### src/hdl/srsw_pkg.sv
// shared types and codes for the selective-repeat send window
// no dependencies
`default_nettype none

package srsw_pkg;

  localparam int unsigned WINDOW_DEPTH_DEF = 16;
  localparam int unsigned CNT_W            = 5;
  localparam int unsigned SEQ_W            = 32;
  localparam int unsigned HND_W            = 16;
  localparam logic [CNT_W-1:0] MAX_RESET   = 5'd16;

  typedef enum logic [1:0] {
    OP_ADD    = 2'd0,
    OP_ACK    = 2'd1,
    OP_RESEND = 2'd2,
    OP_CLEAN  = 2'd3
  } op_t;

  localparam logic [1:0] ST_NOT_SENT = 2'd0;
  localparam logic [1:0] ST_RESEND   = 2'd1;
  localparam logic [1:0] ST_ACKED    = 2'd2;

  typedef struct packed {
    logic [1:0]       status;
    logic [HND_W-1:0] handle;
    logic [SEQ_W-1:0] seq;
  } entry_t;

endpackage

`default_nettype wire

### src/hdl/srsw_ram.sv
// entry store of the send window, one write and one registered read port
// depends on srsw_pkg
`default_nettype none

module srsw_ram import srsw_pkg::*; #(
  parameter int unsigned DEPTH = WINDOW_DEPTH_DEF,
  localparam int unsigned AW = $clog2(DEPTH)
) (
  input  logic          clk,
  input  logic          we,
  input  logic [AW-1:0] waddr,
  input  entry_t        wdata,
  input  logic          re,
  input  logic [AW-1:0] raddr,
  output entry_t        rdata
);

  entry_t mem [DEPTH];

  always_ff @(posedge clk) begin
    if (we) begin
      mem[waddr] <= wdata;
    end
  end

  always_ff @(posedge clk) begin
    if (re) begin
      rdata <= mem[raddr];
    end
  end

endmodule

`default_nettype wire

### src/hdl/selective_repeat_send_window.sv
// top level of the selective-repeat send window: control sequencer and result register
// depends on srsw_pkg and srsw_ram
//
// channel | dir | fields (lsb first)
// in_     | in  | tuser: op[1:0]; tdata: seq_num[31:0], packet_handle[47:32]
// out_    | out | tdata: ok, entry_count[5:1], removed_count[10:6], next_valid[11],
//         |     |        next_seq[43:12], next_handle[59:44], zero[63:60]
// cfg_    | in  | wdata: max_entries[4:0]
//
// one beat at a time: ack, resend and clean make one pass over the entries held before
// the beat, an add first writes its entry (if there is room) and then passes over all
// held entries, each pass through the single read port of the store
// an ack or resend write-back goes to the entry just read, behind the read stream
// reset clears head, count and control; the entry store is not cleared
// a finished result sits in the output register while the next beat is taken
`default_nettype none

module selective_repeat_send_window import srsw_pkg::*; #(
  parameter int unsigned WINDOW_DEPTH = WINDOW_DEPTH_DEF
) (
  input  logic        clk,
  input  logic        rst_n,
  input  logic        in_tvalid,
  output logic        in_tready,
  input  logic [47:0] in_tdata,   // seq_num, packet_handle
  input  logic [1:0]  in_tuser,   // op
  output logic        out_tvalid,
  input  logic        out_tready,
  output logic [63:0] out_tdata,  // ok, entry_count, removed_count, next_valid, next_seq,
                                  // next_handle
  input  logic        cfg_we,
  input  logic [4:0]  cfg_wdata
);

  localparam int unsigned AW = $clog2(WINDOW_DEPTH);
  localparam int unsigned SW = ((AW > CNT_W) ? AW : CNT_W) + 1;

  typedef enum logic [1:0] {S_IDLE, S_ADD, S_SCAN, S_DONE} state_t;

  state_t           state_r;
  logic [CNT_W-1:0] max_r;
  logic [AW-1:0]    head_r;
  logic [CNT_W-1:0] held_r;
  op_t              op_r;
  logic [SEQ_W-1:0] seq_r;
  logic [HND_W-1:0] hnd_r;
  logic [CNT_W-1:0] n_r;
  logic [CNT_W-1:0] iss_r;
  logic [AW-1:0]    rd_slot_r;
  logic             dv_r;
  logic [AW-1:0]    dslot_r;
  logic             found_r;
  logic             lead_r;
  logic             ok_r;
  logic [CNT_W-1:0] rem_r;
  logic             nv_r;
  logic [SEQ_W-1:0] nseq_r;
  logic [HND_W-1:0] nh_r;
  logic             out_valid_r;
  logic [63:0]      out_data_r;

  function automatic logic [AW-1:0] slot_inc(input logic [AW-1:0] s);
    return (s == AW'(WINDOW_DEPTH - 1)) ? '0 : s + 1'b1;
  endfunction

  logic          room;
  logic [SW-1:0] tail_sum;
  logic [AW-1:0] tail_slot;
  logic          rd_en;
  entry_t        rdata;
  logic          hit;
  logic [1:0]    new_st;
  logic [1:0]    eff_st;
  logic          needy;
  logic          retire;
  logic          scan_end;
  logic          we;
  logic [AW-1:0] waddr;
  entry_t        wdata;

  always_comb begin
    room      = (held_r < max_r) && (SW'(held_r) < SW'(WINDOW_DEPTH));
    tail_sum  = SW'(head_r) + SW'(held_r);
    tail_slot = (tail_sum >= SW'(WINDOW_DEPTH)) ? AW'(tail_sum - SW'(WINDOW_DEPTH))
                                                : AW'(tail_sum);
    rd_en     = (state_r == S_SCAN) && (iss_r < n_r);
    hit       = dv_r && (op_r == OP_ACK || op_r == OP_RESEND) && !found_r &&
                (rdata.seq == seq_r);
    new_st    = (op_r == OP_ACK) ? ST_ACKED : ST_RESEND;
    eff_st    = hit ? new_st : rdata.status;
    needy     = eff_st inside {ST_NOT_SENT, ST_RESEND};
    retire    = dv_r && (op_r == OP_CLEAN) && lead_r && (rdata.status == ST_ACKED);
    scan_end  = (state_r == S_SCAN) && (iss_r == n_r) && !dv_r;
    if ((state_r == S_ADD) && room) begin
      we    = 1'b1;
      waddr = tail_slot;
      wdata = '{status: ST_NOT_SENT, handle: hnd_r, seq: seq_r};
    end else begin
      we    = hit;
      waddr = dslot_r;
      wdata = '{status: new_st, handle: rdata.handle, seq: rdata.seq};
    end
  end

  srsw_ram #(.DEPTH(WINDOW_DEPTH)) u_ram (
    .clk   (clk),
    .we    (we),
    .waddr (waddr),
    .wdata (wdata),
    .re    (rd_en),
    .raddr (rd_slot_r),
    .rdata (rdata)
  );

  assign in_tready  = (state_r == S_IDLE);
  assign out_tvalid = out_valid_r;
  assign out_tdata  = out_data_r;

  always_ff @(posedge clk) begin
    if (!rst_n) begin
      state_r     <= S_IDLE;
      max_r       <= MAX_RESET;
      head_r      <= '0;
      held_r      <= '0;
      dv_r        <= 1'b0;
      out_valid_r <= 1'b0;
    end else begin
      if (cfg_we) begin
        max_r <= cfg_wdata;
      end
      if (out_valid_r && out_tready && (state_r != S_DONE)) begin
        out_valid_r <= 1'b0;
      end
      case (state_r)
        S_IDLE: begin
          if (in_tvalid) begin
            op_r      <= op_t'(in_tuser);
            seq_r     <= in_tdata[31:0];
            hnd_r     <= in_tdata[47:32];
            ok_r      <= (op_t'(in_tuser) == OP_CLEAN);
            rem_r     <= '0;
            nv_r      <= 1'b0;
            nseq_r    <= '0;
            nh_r      <= '0;
            found_r   <= 1'b0;
            lead_r    <= 1'b1;
            iss_r     <= '0;
            rd_slot_r <= head_r;
            n_r       <= held_r;
            state_r   <= (op_t'(in_tuser) == OP_ADD) ? S_ADD : S_SCAN;
          end
        end
        S_ADD: begin
          if (room) begin
            held_r <= held_r + 1'b1;
            n_r    <= held_r + 1'b1;
            ok_r   <= 1'b1;
          end
          state_r <= S_SCAN;
        end
        S_SCAN: begin
          if (rd_en) begin
            iss_r     <= iss_r + 1'b1;
            rd_slot_r <= slot_inc(rd_slot_r);
          end
          dv_r    <= rd_en;
          dslot_r <= rd_slot_r;
          if (hit) begin
            found_r <= 1'b1;
            ok_r    <= 1'b1;
          end
          if (dv_r && !nv_r && needy) begin
            nv_r   <= 1'b1;
            nseq_r <= rdata.seq;
            nh_r   <= rdata.handle;
          end
          if (dv_r) begin
            if (retire) begin
              rem_r  <= rem_r + 1'b1;
              head_r <= slot_inc(head_r);
              held_r <= held_r - 1'b1;
            end else begin
              lead_r <= 1'b0;
            end
          end
          if (scan_end) begin
            state_r <= S_DONE;
          end
        end
        S_DONE: begin
          if (!out_valid_r || out_tready) begin
            out_valid_r <= 1'b1;
            out_data_r  <= {4'b0000, nh_r, nseq_r, nv_r, rem_r, held_r, ok_r};
            state_r     <= S_IDLE;
          end
        end
        default: begin
          state_r <= S_IDLE;
        end
      endcase
    end
  end

`ifndef SYNTHESIS
  a_held_bound: assert property (@(posedge clk) disable iff (!rst_n)
    SW'(held_r) <= SW'(WINDOW_DEPTH))
    else $error("held count above window depth");

  a_one_at_a_time: assert property (@(posedge clk) disable iff (!rst_n)
    (in_tvalid && in_tready) |=> !in_tready)
    else $error("beat taken while another is in progress");

  a_issue_bound: assert property (@(posedge clk) disable iff (!rst_n)
    (state_r == S_SCAN) |-> (iss_r <= n_r))
    else $error("scan read past held entries");

  a_removed_ok: assert property (@(posedge clk) disable iff (!rst_n)
    (out_tvalid && !out_tdata[0]) |-> (out_tdata[10:6] == 5'd0))
    else $error("entries retired on a failed operation");
`endif

endmodule

`default_nettype wire

### config.mk
export PLATFORM = sky130hd
export DESIGN_NAME = selective_repeat_send_window
export DESIGN_NICKNAME = d
export VERILOG_FILES = /design/src/hdl/srsw_pkg.sv /design/src/hdl/srsw_ram.sv /design/src/hdl/selective_repeat_send_window.sv
export SDC_FILE = /design/constraint.sdc
export NUM_CORES = 1
export LEC_CHECK = 0
export BUFFER_PORTS_ARGS = -buffer_cell sky130_fd_sc_hd__buf_4
export CAP_MARGIN = 25
export CORE_ASPECT_RATIO = 1.1
export CORE_MARGIN = 5
export CORE_UTILIZATION = 50
export DETAILED_ROUTE_END_ITERATION = 8
export GPL_TIMING_DRIVEN = 0
export PLACE_DENSITY = 0.69
export SYNTH_ARGS = -nofsm -noshare
export SYNTH_HDL_FRONTEND = slang
export SYNTH_SLANG_ARGS = --single-unit
export TNS_END_PERCENT = 1
### constraint.sdc
create_clock -name clk -period 4.6 [get_ports clk]
set_input_delay 0 -clock clk [delete_from_list [all_inputs] [get_ports clk]]
set_output_delay 0 -clock clk [all_outputs]
set_load 0.005 [all_outputs]
==> impl_metrics.ini, run 1 <==
[sta]
setup_slack_ns = 0.106
max_freq_mhz = 223
drv_slew = 0
setup_viol = 0
period_share_pct = 97.7
slew_headroom_pct = 27.0
skew_ns = 0.0300
period_needed_ns = 4.49
rsz0062_at_grt = no
tns_ns = 0
worstMarginPinSlew_ns = 1.09
final_hold_viol_count = 0

[die]
die_width_um = 283
rows = 110
core_um2 = 81500
start_util_pct = 50.2
num_io_pins = 126
dieArea_um2 = 87600
die_y_um = 310

[finish]
stdcell_count = 3647
finalInstanceArea_um2 = 48200
multi_input_area_um2 = 8990
diodes = 0
fillers = 5855
nets = 2589
regArea_um2 = 31400
drive_gt1_share_pct = 21.1
area.growth.synth_to_final_pct = 17.9

[grt]
grtUsageMet2_pct = 37.9
met1_usage_pct = 31.4
grt_pass1_wl_um = 145000
grt_pass1_vias = 22200
grt.overflow.total = 0
grt_use_total_pct = 22.7
grt_max_degree = 37
antenna_found_initial = 1
grt_util_met3_pct = 3.34
grt-busiest-layer = met2

[place]
dp_hpwl_um = 64900
place.gp.congestion = 0.800
placed_area_um2 = 44300
numPlacedInstances = 3394
port_buffers = 120
pre_cts_ws_ns = -0.208

[clocking]
clk_pin_slew_worst_paths_ns = 0.06
cts_tree = yes
h-tree-depth = 3
cts_root_buf = clkbuf_16
cts-buffers-inserted = 103
clock_path_buffers = 3
cts.sinks = 1053
clk_latency_ns = 0.67

[synthesis]
synth_top_flop_cell = edfxtp_1
avgSynthCellArea_um2 = 18.9
syn_inst = 2163
ys_seq_elements = 1053
netlist_area_um2 = 40900
yosysTopAreaCell = edfxtp_1
async_flop_share_pct = 0
synth-seq-area-share_pct = 76.9
synth-edff-count = 1035
synth.area.top_cells = edfxtp_1 (76%), mux4_2 (5.5%), mux2i_1 (3.9%)
ys_warn_count = 0
yosysUniqueCellTypes = 55
synth_top_area_share_pct = 76.1

[drt]
via_per_inst = 5.99
routed_wl_um = 99700
drc = 0
drtAntennaViolNets = 0
first_iter_violations = 2627
vias = 21800
wl_per_cell_um = 27.3
firstDrtPassIters = 5

[pwr]
p_leak_uw = 0.0160
power.density_nw_per_um2 = 559
vdd_ir_drop_max_mv = 0.278

[worst_setup_path]
critPathKind = reg -> reg
r2r-end = u_ram.mem[8][19]
crit_slowest_cell = nor2_4
ff2ff_setup_slack_ns = 0.11
crit_path_end_kind = flop
crit_arrival_ns = 4.83
cp_max_fo = 20
worstSetupStartpointType = flop
rr_worst_depth = 7
endpoint = u_ram.mem[8][19]
startpoint = u_ram.rdata[8]
cpPeakStageDelay_ns = 0.96
timing.rr.start = u_ram.rdata[8]
required_ns = 4.94
path_cells = xor2_1, nor4_2, nand4_1, nor4_1, a31oi_1, nor2_4, buf_12

[flow_run]
drv_cap = 0

[run_status]
status = finished clean

[worst_hold_path]
hold_path.class = in -> reg
worstHoldStart = in_tdata[24]
-- worst max-delay path, delay by kind of cell (launching register included) --
kind            cells  cell delay, ns
buf+inv             1            0.30
simple gates        4            2.66
flops               1            0.45
xor+xnor            1            0.25
compound gates      1            0.49
-- synthesized netlist by cell type, types with 8 or more instances --
cell type / number
a21oi_1: 65
a221oi_1: 50
a22oi_1: 50
and2_1: 52
buf_2: 33
buf_4: 8
clkbuf_1: 66
dfxtp_1: 18
edfxtp_1: 1035
ha_1: 25
inv_1: 25
mux2_1: 29
mux2_2: 72
mux2i_1: 159
mux4_2: 100
nand2_1: 71
nand3_1: 9
nor2_1: 59
nor4_1: 12
o21ai_0: 107
xnor2_1: 15
xor2_1: 37
-- layout make-up --
class | count | share of cell area [%]
Timing Repair Buffer | 232 | 5.36
Multi-Input combinational cell | 977 | 18.7
Buffer | 109 | 1.02
Sequential cell | 1053 | 65.3
Clock buffer | 123 | 5.55
Clock inverter | 62 | 1.14
Tap cell | 1064 | 2.76
Inverter | 27 | 0.216
-- registers in the layout, indices dropped and copies added (netlist names), 2 cells and up --
| register | count |
|---|---|
| state_r | 2 |
| head_r | 4 |
| u_ram.rdata | 50 |
| hnd_r | 16 |
| n_r | 5 |
| rem_r | 5 |
| seq_r | 32 |
| held_r | 5 |
| rd_slot_r | 4 |
| max_r | 5 |
| iss_r | 5 |
| u_ram.mem | 800 |
| out_tdata | 60 |
| nseq_r | 32 |
| nh_r | 16 |
| op_r | 2 |
| dslot_r | 4 |
-- metrics by stage --
| stage | util [%] | total power [uW] | hold slack [ns] |
|---|---|---|---|
| after floorplan | - | 16500 | 0.0986 |
| after global placement | 52.9 | 18500 | 0.179 |
| after detailed placement | 54.3 | 18900 | 0.179 |
| after CTS | 59.1 | 27000 | 0.0236 |
| after global routing | 59.1 | 27900 | 0.0431 |
| final | 59.1 | 26900 | 0.0560 |
-- power breakdown --
part           total [uW]  internal, uW  switching [uW]
sequential          12700         12400             312
combinational        6110          2030            4070
clock                8090          4640            3460
total               26900         19100            7840
-- metal layers --
| layer | vias to the layer above | routed length [um] |
|---|---|---|
| met3 | 180 | 7510 |
| met1 | 11300 | 39800 |
| met5 | - | 0 |
| li1 | 9353 | - |
| met2 | 983 | 49700 |
| met4 | 0 | 2800 |
-- placed cells by master, fill, tap and decap left out, types with 29 or more instances in the layout --
cell | netlist | routed
edfxtp_1 | 1035 | 1035
mux2i_1 | 159 | 159
buf_4 | 8 | 131
o21ai_0 | 107 | 107
clkbuf_16 | 0 | 104
mux4_2 | 100 | 100
clkbuf_1 | 66 | 85
mux2_2 | 72 | 72
nand2_1 | 71 | 71
a21oi_1 | 65 | 65
dlygate4sd3_1 | 0 | 64
and2_1 | 52 | 52
a221oi_1 | 50 | 50
a22oi_1 | 50 | 50
nor2_1 | 59 | 41
xor2_1 | 37 | 37
buf_2 | 33 | 34
clkinv_1 | 1 | 33
mux2_1 | 29 | 29
-- worst min path at each step --
stage / cells after the start / endpoint
after detailed placement: 1 / seq_r[28]
after CTS: 2 / seq_r[23]
final: 2 / seq_r[24]
after floorplan: 1 / max_r[4]
after global routing: 2 / seq_r[21]
after global placement: 1 / seq_r[10]
-- logic make-up (layout without fill, tap and decap cells) --
family / after synthesis / after routing / share of synthesized area (%)
flip-flops: 1053 / 1053 / 76.9
multiplexers: 360 / 360 / 12.2
AO/OA/AOI/OAI: 303 / 303 / 4.70
AND/OR/NAND/NOR: 232 / 232 / 2.79
buffers and inverters: 136 / 553 / 1.45
XOR/XNOR: 52 / 52 / 1.11
adder cells (fa/ha/maj): 26 / 26 / 0.814
other: 1 / 4 / 0.00918
-- what timing repair did --
action / CTS / global route
buffers inserted: 1 / 0
hold buffers: 64 / 0
endpoints found under the setup margin: 161 / 0
hold endpoints to repair: 117 / 0
resized for setup: 1 / 0
Power figures use the tool's default switching activity.
==> inputs of run 2 (changes only) <==
--- a/config.mk
+++ b/config.mk
@@ -9,10 +9,9 @@
 export CAP_MARGIN = 25
 export CORE_ASPECT_RATIO = 1.1
 export CORE_MARGIN = 5
-export CORE_UTILIZATION = 50
+export CORE_UTILIZATION = 51
 export DETAILED_ROUTE_END_ITERATION = 8
-export GPL_TIMING_DRIVEN = 0
-export PLACE_DENSITY = 0.69
+export PLACE_DENSITY = 0.7
 export SYNTH_ARGS = -nofsm -noshare
 export SYNTH_HDL_FRONTEND = slang
 export SYNTH_SLANG_ARGS = --single-unit
==> impl_metrics.ini, run 2 (synthesis gave the netlist of run 1 again) <==
[run_status]
status = finished clean

[clocking]
cts_resized = 0
cts_tree = yes
cts_setup_buffers = 0
clk_latency_ns = 0.67
postCtsHoldBufs = 70
clock_path_buffers = 3
h-tree-depth = 3
cts.sinks = 1053
cts_root_buf = clkbuf_16
clk_pin_slew_worst_paths_ns = 0.06
cts-buffers-inserted = 101

[die]
dieArea_um2 = 85900
rows = 108
start_util_pct = 51.6
die_y_um = 307
core_um2 = 79200
die_width_um = 280
num_io_pins = 126

[sta]
final_hold_viol_count = 0
period_share_pct = 81.7
period_needed_ns = 3.76
skew_ns = 0.0420
max_freq_mhz = 266
setup_viol = 0
holdWs_ns = 0.0792
slew_headroom_pct = 27.4
rsz0062_at_grt = no
worstMarginPinSlew_ns = 1.09
tns_ns = 0
drv_slew = 0

[pwr]
clockPowerShare_pct = 30.0
power.density_nw_per_um2 = 558
power_uw = 26300
switching_share_pct = 28.8
seqPwrFrac_pct = 48.2
p_leak_uw = 0.0157
vdd_ir_drop_max_mv = 0.450
combPwrFrac_pct = 21.8
switching_power_uw = 7580
internal-power_uw = 18800

[finish]
most-common-layout-cells = edfxtp_1 (1035), mux2i_1 (159), buf_4 (157)
area.growth.synth_to_final_pct = 15.5
drive_gt1_share_pct = 21.1
nets = 2488
finalInstanceArea_um2 = 47200
largest_register_ffs = 800
regMostFlops = u_ram.mem
final_common_cell = edfxtp_1

[grt]
grt_use_total_pct = 21.2
grt_pass1_wl_um = 137000
grt_max_degree = 85
grt.overflow.total = 0
grt_pass1_vias = 21300
antenna_found_initial = 3

[drt]
via_per_inst = 5.96
drtAntennaViolNets = 0
wl_per_cell_um = 26.2
first_iter_violations = 2333
vias = 21000
drc = 0
routed_wl_um = 92400
firstDrtPassIters = 6

[worst_setup_path]
ff2ff_setup_slack_ns = 0.84
required_ns = 4.86
worstSetupStartpointType = flop
path_delay_family = simple AND/OR/NAND/NOR gates
crit_slowest_cell = buf_4
cpPeakStageDelay_ns = 0.55
cp_max_fo = 33
crit_top_cell = nor4_1
critPathKind = reg -> reg
crit_arrival_ns = 4.02
crit_path_end_kind = flop
critPathBufInv = 1
path_cells = xor2_1, nor4_1, nand4_1, nor4_1, a31oi_1, nor2_4, buf_4

[place]
placed_area_um2 = 43300
place.gp.congestion = 0.794
dp_hpwl_um = 51500
port_buffers = 121

[flow_run]
drv_cap = 0

[worst_hold_path]
hold_path.class = in -> reg
==> run 2: layout make-up <==
type	instances	area [um^2]
diodes	1	2.50
clock buffers	124	2650
clock inverters	62	508
fillers	5705	32000
inverters	27	101
multi-input cells	977	9010
flip-flops and latches	1053	31400
well taps	1045	1310
repair buffers	242	2180
==> run 2: power by group through the flow <==
stage / Sequential, uW / Combinational [uW] / Clock (uW)
after floorplan: 12800 / 3720 / 0
after global placement: 12900 / 5510 / 0
after detailed placement: 12900 / 5670 / 0
after CTS: 12700 / 5750 / 8050
after global routing: 12700 / 6180 / 8460
final: 12700 / 5740 / 7910
==> run 2: worst reg2reg max path, cell delays in order, from the launching register on <==
cell,delay [ns]
edfxtp_1,0.44
xor2_1,0.17
nor4_1,0.50
nand4_1,0.45
nor4_1,0.55
a31oi_1,0.45
nor2_4,0.22
buf_4,0.55
==> run 2: path summary, 6_finish.rpt <==
path	to	start	depth (start not counted)
worst max-delay path	u_ram.mem[15][32]	u_ram.rdata[3]	7
worst min register to register	out_tdata[51]	nh_r[7]	0
worst min-delay path	hnd_r[12]	in_tdata[44]	2
worst max register to register	u_ram.mem[15][32]	u_ram.rdata[3]	7
==> run 2: metrics by stage <==
stage | util (%) | worst slack [ns] | cells
5_1_grt | 59.6 | 0.695 | 3530
2_1_floorplan | - | 0.213 | 2166
6_report | 59.6 | 0.844 | 3531
3_5_place_dp | 54.7 | 0.861 | 3274
4_1_cts | 59.6 | 0.795 | 3530
3_3_place_gp | 54.7 | 0.934 | 3274
==> run 2: layer usage <==
metal	vias to the layer above	part of all wire, %	global-route usage, %
met4	0	2.1	5.45
met2	809	50	35.6
met1	10900	41	30.1
met3	125	6.7	2.81
met5	-	0	0
li1	9159	-	-
==> inputs of run 3 (changes only) <==
--- a/config.mk
+++ b/config.mk
@@ -11,7 +11,7 @@
 export CORE_MARGIN = 5
 export CORE_UTILIZATION = 51
 export DETAILED_ROUTE_END_ITERATION = 8
-export PLACE_DENSITY = 0.7
+export PLACE_DENSITY = 0.67
 export SYNTH_ARGS = -nofsm -noshare
 export SYNTH_HDL_FRONTEND = slang
 export SYNTH_SLANG_ARGS = --single-unit
==> constraint.sdc (replaced) <==
create_clock -name clk -period 3.55 [get_ports clk]
set_input_delay 0 -clock clk [delete_from_list [all_inputs] [get_ports clk]]
set_output_delay 0 -clock clk [all_outputs]
set_load 0.005 [all_outputs]
==> impl_metrics.ini, run 3 (synthesis gave the netlist of run 1 again) <==
[run_status]
status = finished clean

[sta]
skew_ns = 0.0256
setup_viol = 0
period_share_pct = 95.1
period_needed_ns = 3.37
drv_slew = 0
slew_headroom_pct = 28.7
holdWs_ns = 0.0451
setup_slack_ns = 0.176
rsz0062_at_grt = no
worstMarginPinSlew_ns = 1.04
final_hold_viol_count = 0
max_freq_mhz = 296

[pwr]
p_leak_uw = 0.0161
power.density_nw_per_um2 = 735
vdd_ir_drop_max_mv = 0.525

[finish]
largest_register_ffs = 800
fillers = 5619
final_common_cell = edfxtp_1
drive_gt1_share_pct = 22.2
most-common-layout-cells = edfxtp_1 (1035), buf_4 (170), mux2i_1 (159)
fin_util_pct = 60.7
nets = 2531
diodes = 0
area.growth.synth_to_final_pct = 17.5
regMostFlops = u_ram.mem

[drt]
drc = 0
wl_per_cell_um = 27.2
routed_wl_um = 97100
first_iter_violations = 2342
met1_length_um = 40300
drtAntennaViolNets = 0
via_per_inst = 5.96
top_layer = met5
firstDrtPassIters = 6
route.met3.wl_um = 8880
wl_met2_um = 45800
vias = 21300

[grt]
grt_pass1_vias = 21400
grt_max_degree = 105
antenna_found_initial = 6
grt_pass1_wl_um = 143000
grt.overflow.total = 0
grt_use_total_pct = 22.5

[clocking]
clk_pin_slew_worst_paths_ns = 0.06
cts_root_buf = clkbuf_16
h-tree-depth = 3
cts-buffers-inserted = 103
clock_path_buffers = 3
cts_tree = yes
cts.sinks = 1053
clk_latency_ns = 0.67

[worst_setup_path]
rr_worst_depth = 9
critPathKind = reg -> reg
path_delay_family = simple AND/OR/NAND/NOR gates
crit_arrival_ns = 3.73
critPathBufInv = 3
crit_path_end_kind = flop
cp_num_cells = 9
worstSetupStartpointType = flop
timing.rr.start = u_ram.rdata[8]
ff2ff_setup_slack_ns = 0.18
cpPeakStageDelay_ns = 0.48
endpoint = nh_r[2]
crit_slowest_cell = or4_1
startpoint = u_ram.rdata[8]
r2r-end = nh_r[2]
required_ns = 3.91
path_cells = xor2_1, nor4_2, buf_4, nand4_1, buf_4, or4_1, a211o_1, a21oi_4, buf_12
cp_max_fo = 21
crit_top_cell = buf_4

[die]
num_io_pins = 126
start_util_pct = 51.6
rows = 108
die_width_um = 280
dieArea_um2 = 85900
die_y_um = 307
core_um2 = 79200

[place]
pre_cts_ws_ns = -0.0265
place.gp.congestion = 0.799
dp_hpwl_um = 59000
port_buffers = 121

[flow_run]
drv_cap = 0

[worst_hold_path]
hold_path.class = in -> reg
## run 3: changes by cell type in the layout (fill, tap and decap cells not counted), moves of 2 or more
cell,change
buf_12,+28
buf_4,+13
bufinv_16,+4
clkbuf_1,+4
clkbuf_16,+5
clkbuf_8,-2
clkinv_1,+4
clkinvlp_4,-6
inv_6,-3
nor4_1,-2
nor4_2,+2
## run 3: per-layer routing
layer,track usage (%),vias up
met4,5.93,2
met1,32.9,11000
met2,34.8,949
li1,-,9239
met5,0.557,-
met3,5.06,118
## run 3: through the flow
| step | power, uW | std cells | instance area [um^2] | TNS, ns |
|---|---|---|---|---|
| final | 35300 | 3576 | 48000 | 0 |
| after floorplan | 21400 | 2166 | 40900 | -310.22 |
| after CTS | 35500 | 3576 | 48000 | 0 |
| after global routing | 36700 | 3576 | 48000 | 0 |
| after global placement | 24400 | 3315 | 44000 | 0 |
| after detailed placement | 24700 | 3315 | 44000 | -0.380 |
## run 3: worst min-delay path by stage
stage	from	end	slack (ns)	cells after the start
floorplan	rst_n	max_r[4]	0.1	1
global placement	in_tdata[42]	hnd_r[10]	0.18	1
detailed placement	in_tdata[45]	hnd_r[13]	0.18	1
CTS	in_tdata[20]	seq_r[20]	0.01	2
global route	in_tdata[20]	seq_r[20]	0.04	2
finish	in_tdata[20]	seq_r[20]	0.05	2
## run 3: cell type report
type | instances | area, um^2 | share of cell area (%)
Sequential cell | 1053 | 31400 | 65.5
Clock inverter | 60 | 556 | 1.16
Timing Repair Buffer | 283 | 2840 | 5.91
Tap cell | 1045 | 1310 | 2.72
Multi-Input combinational cell | 977 | 9020 | 18.8
Clock buffer | 131 | 2770 | 5.76
Inverter | 27 | 101 | 0.211
## run 3: repair_timing
action                                 4_1_cts  5_1_grt
gates resized for setup                      1        1
gates cloned                                 0        0
hold buffers                                70        0
buffers inserted                             0        0
endpoints found under the hold margin       99        0
setup endpoints to repair                   24       23
## run 3: power by group
group | leakage [uW] | internal (uW) | switching (uW)
logic | 0.00493 | 2680 | 5430
clock network | 0.00163 | 6220 | 4500
registers | 0.00951 | 16100 | 383
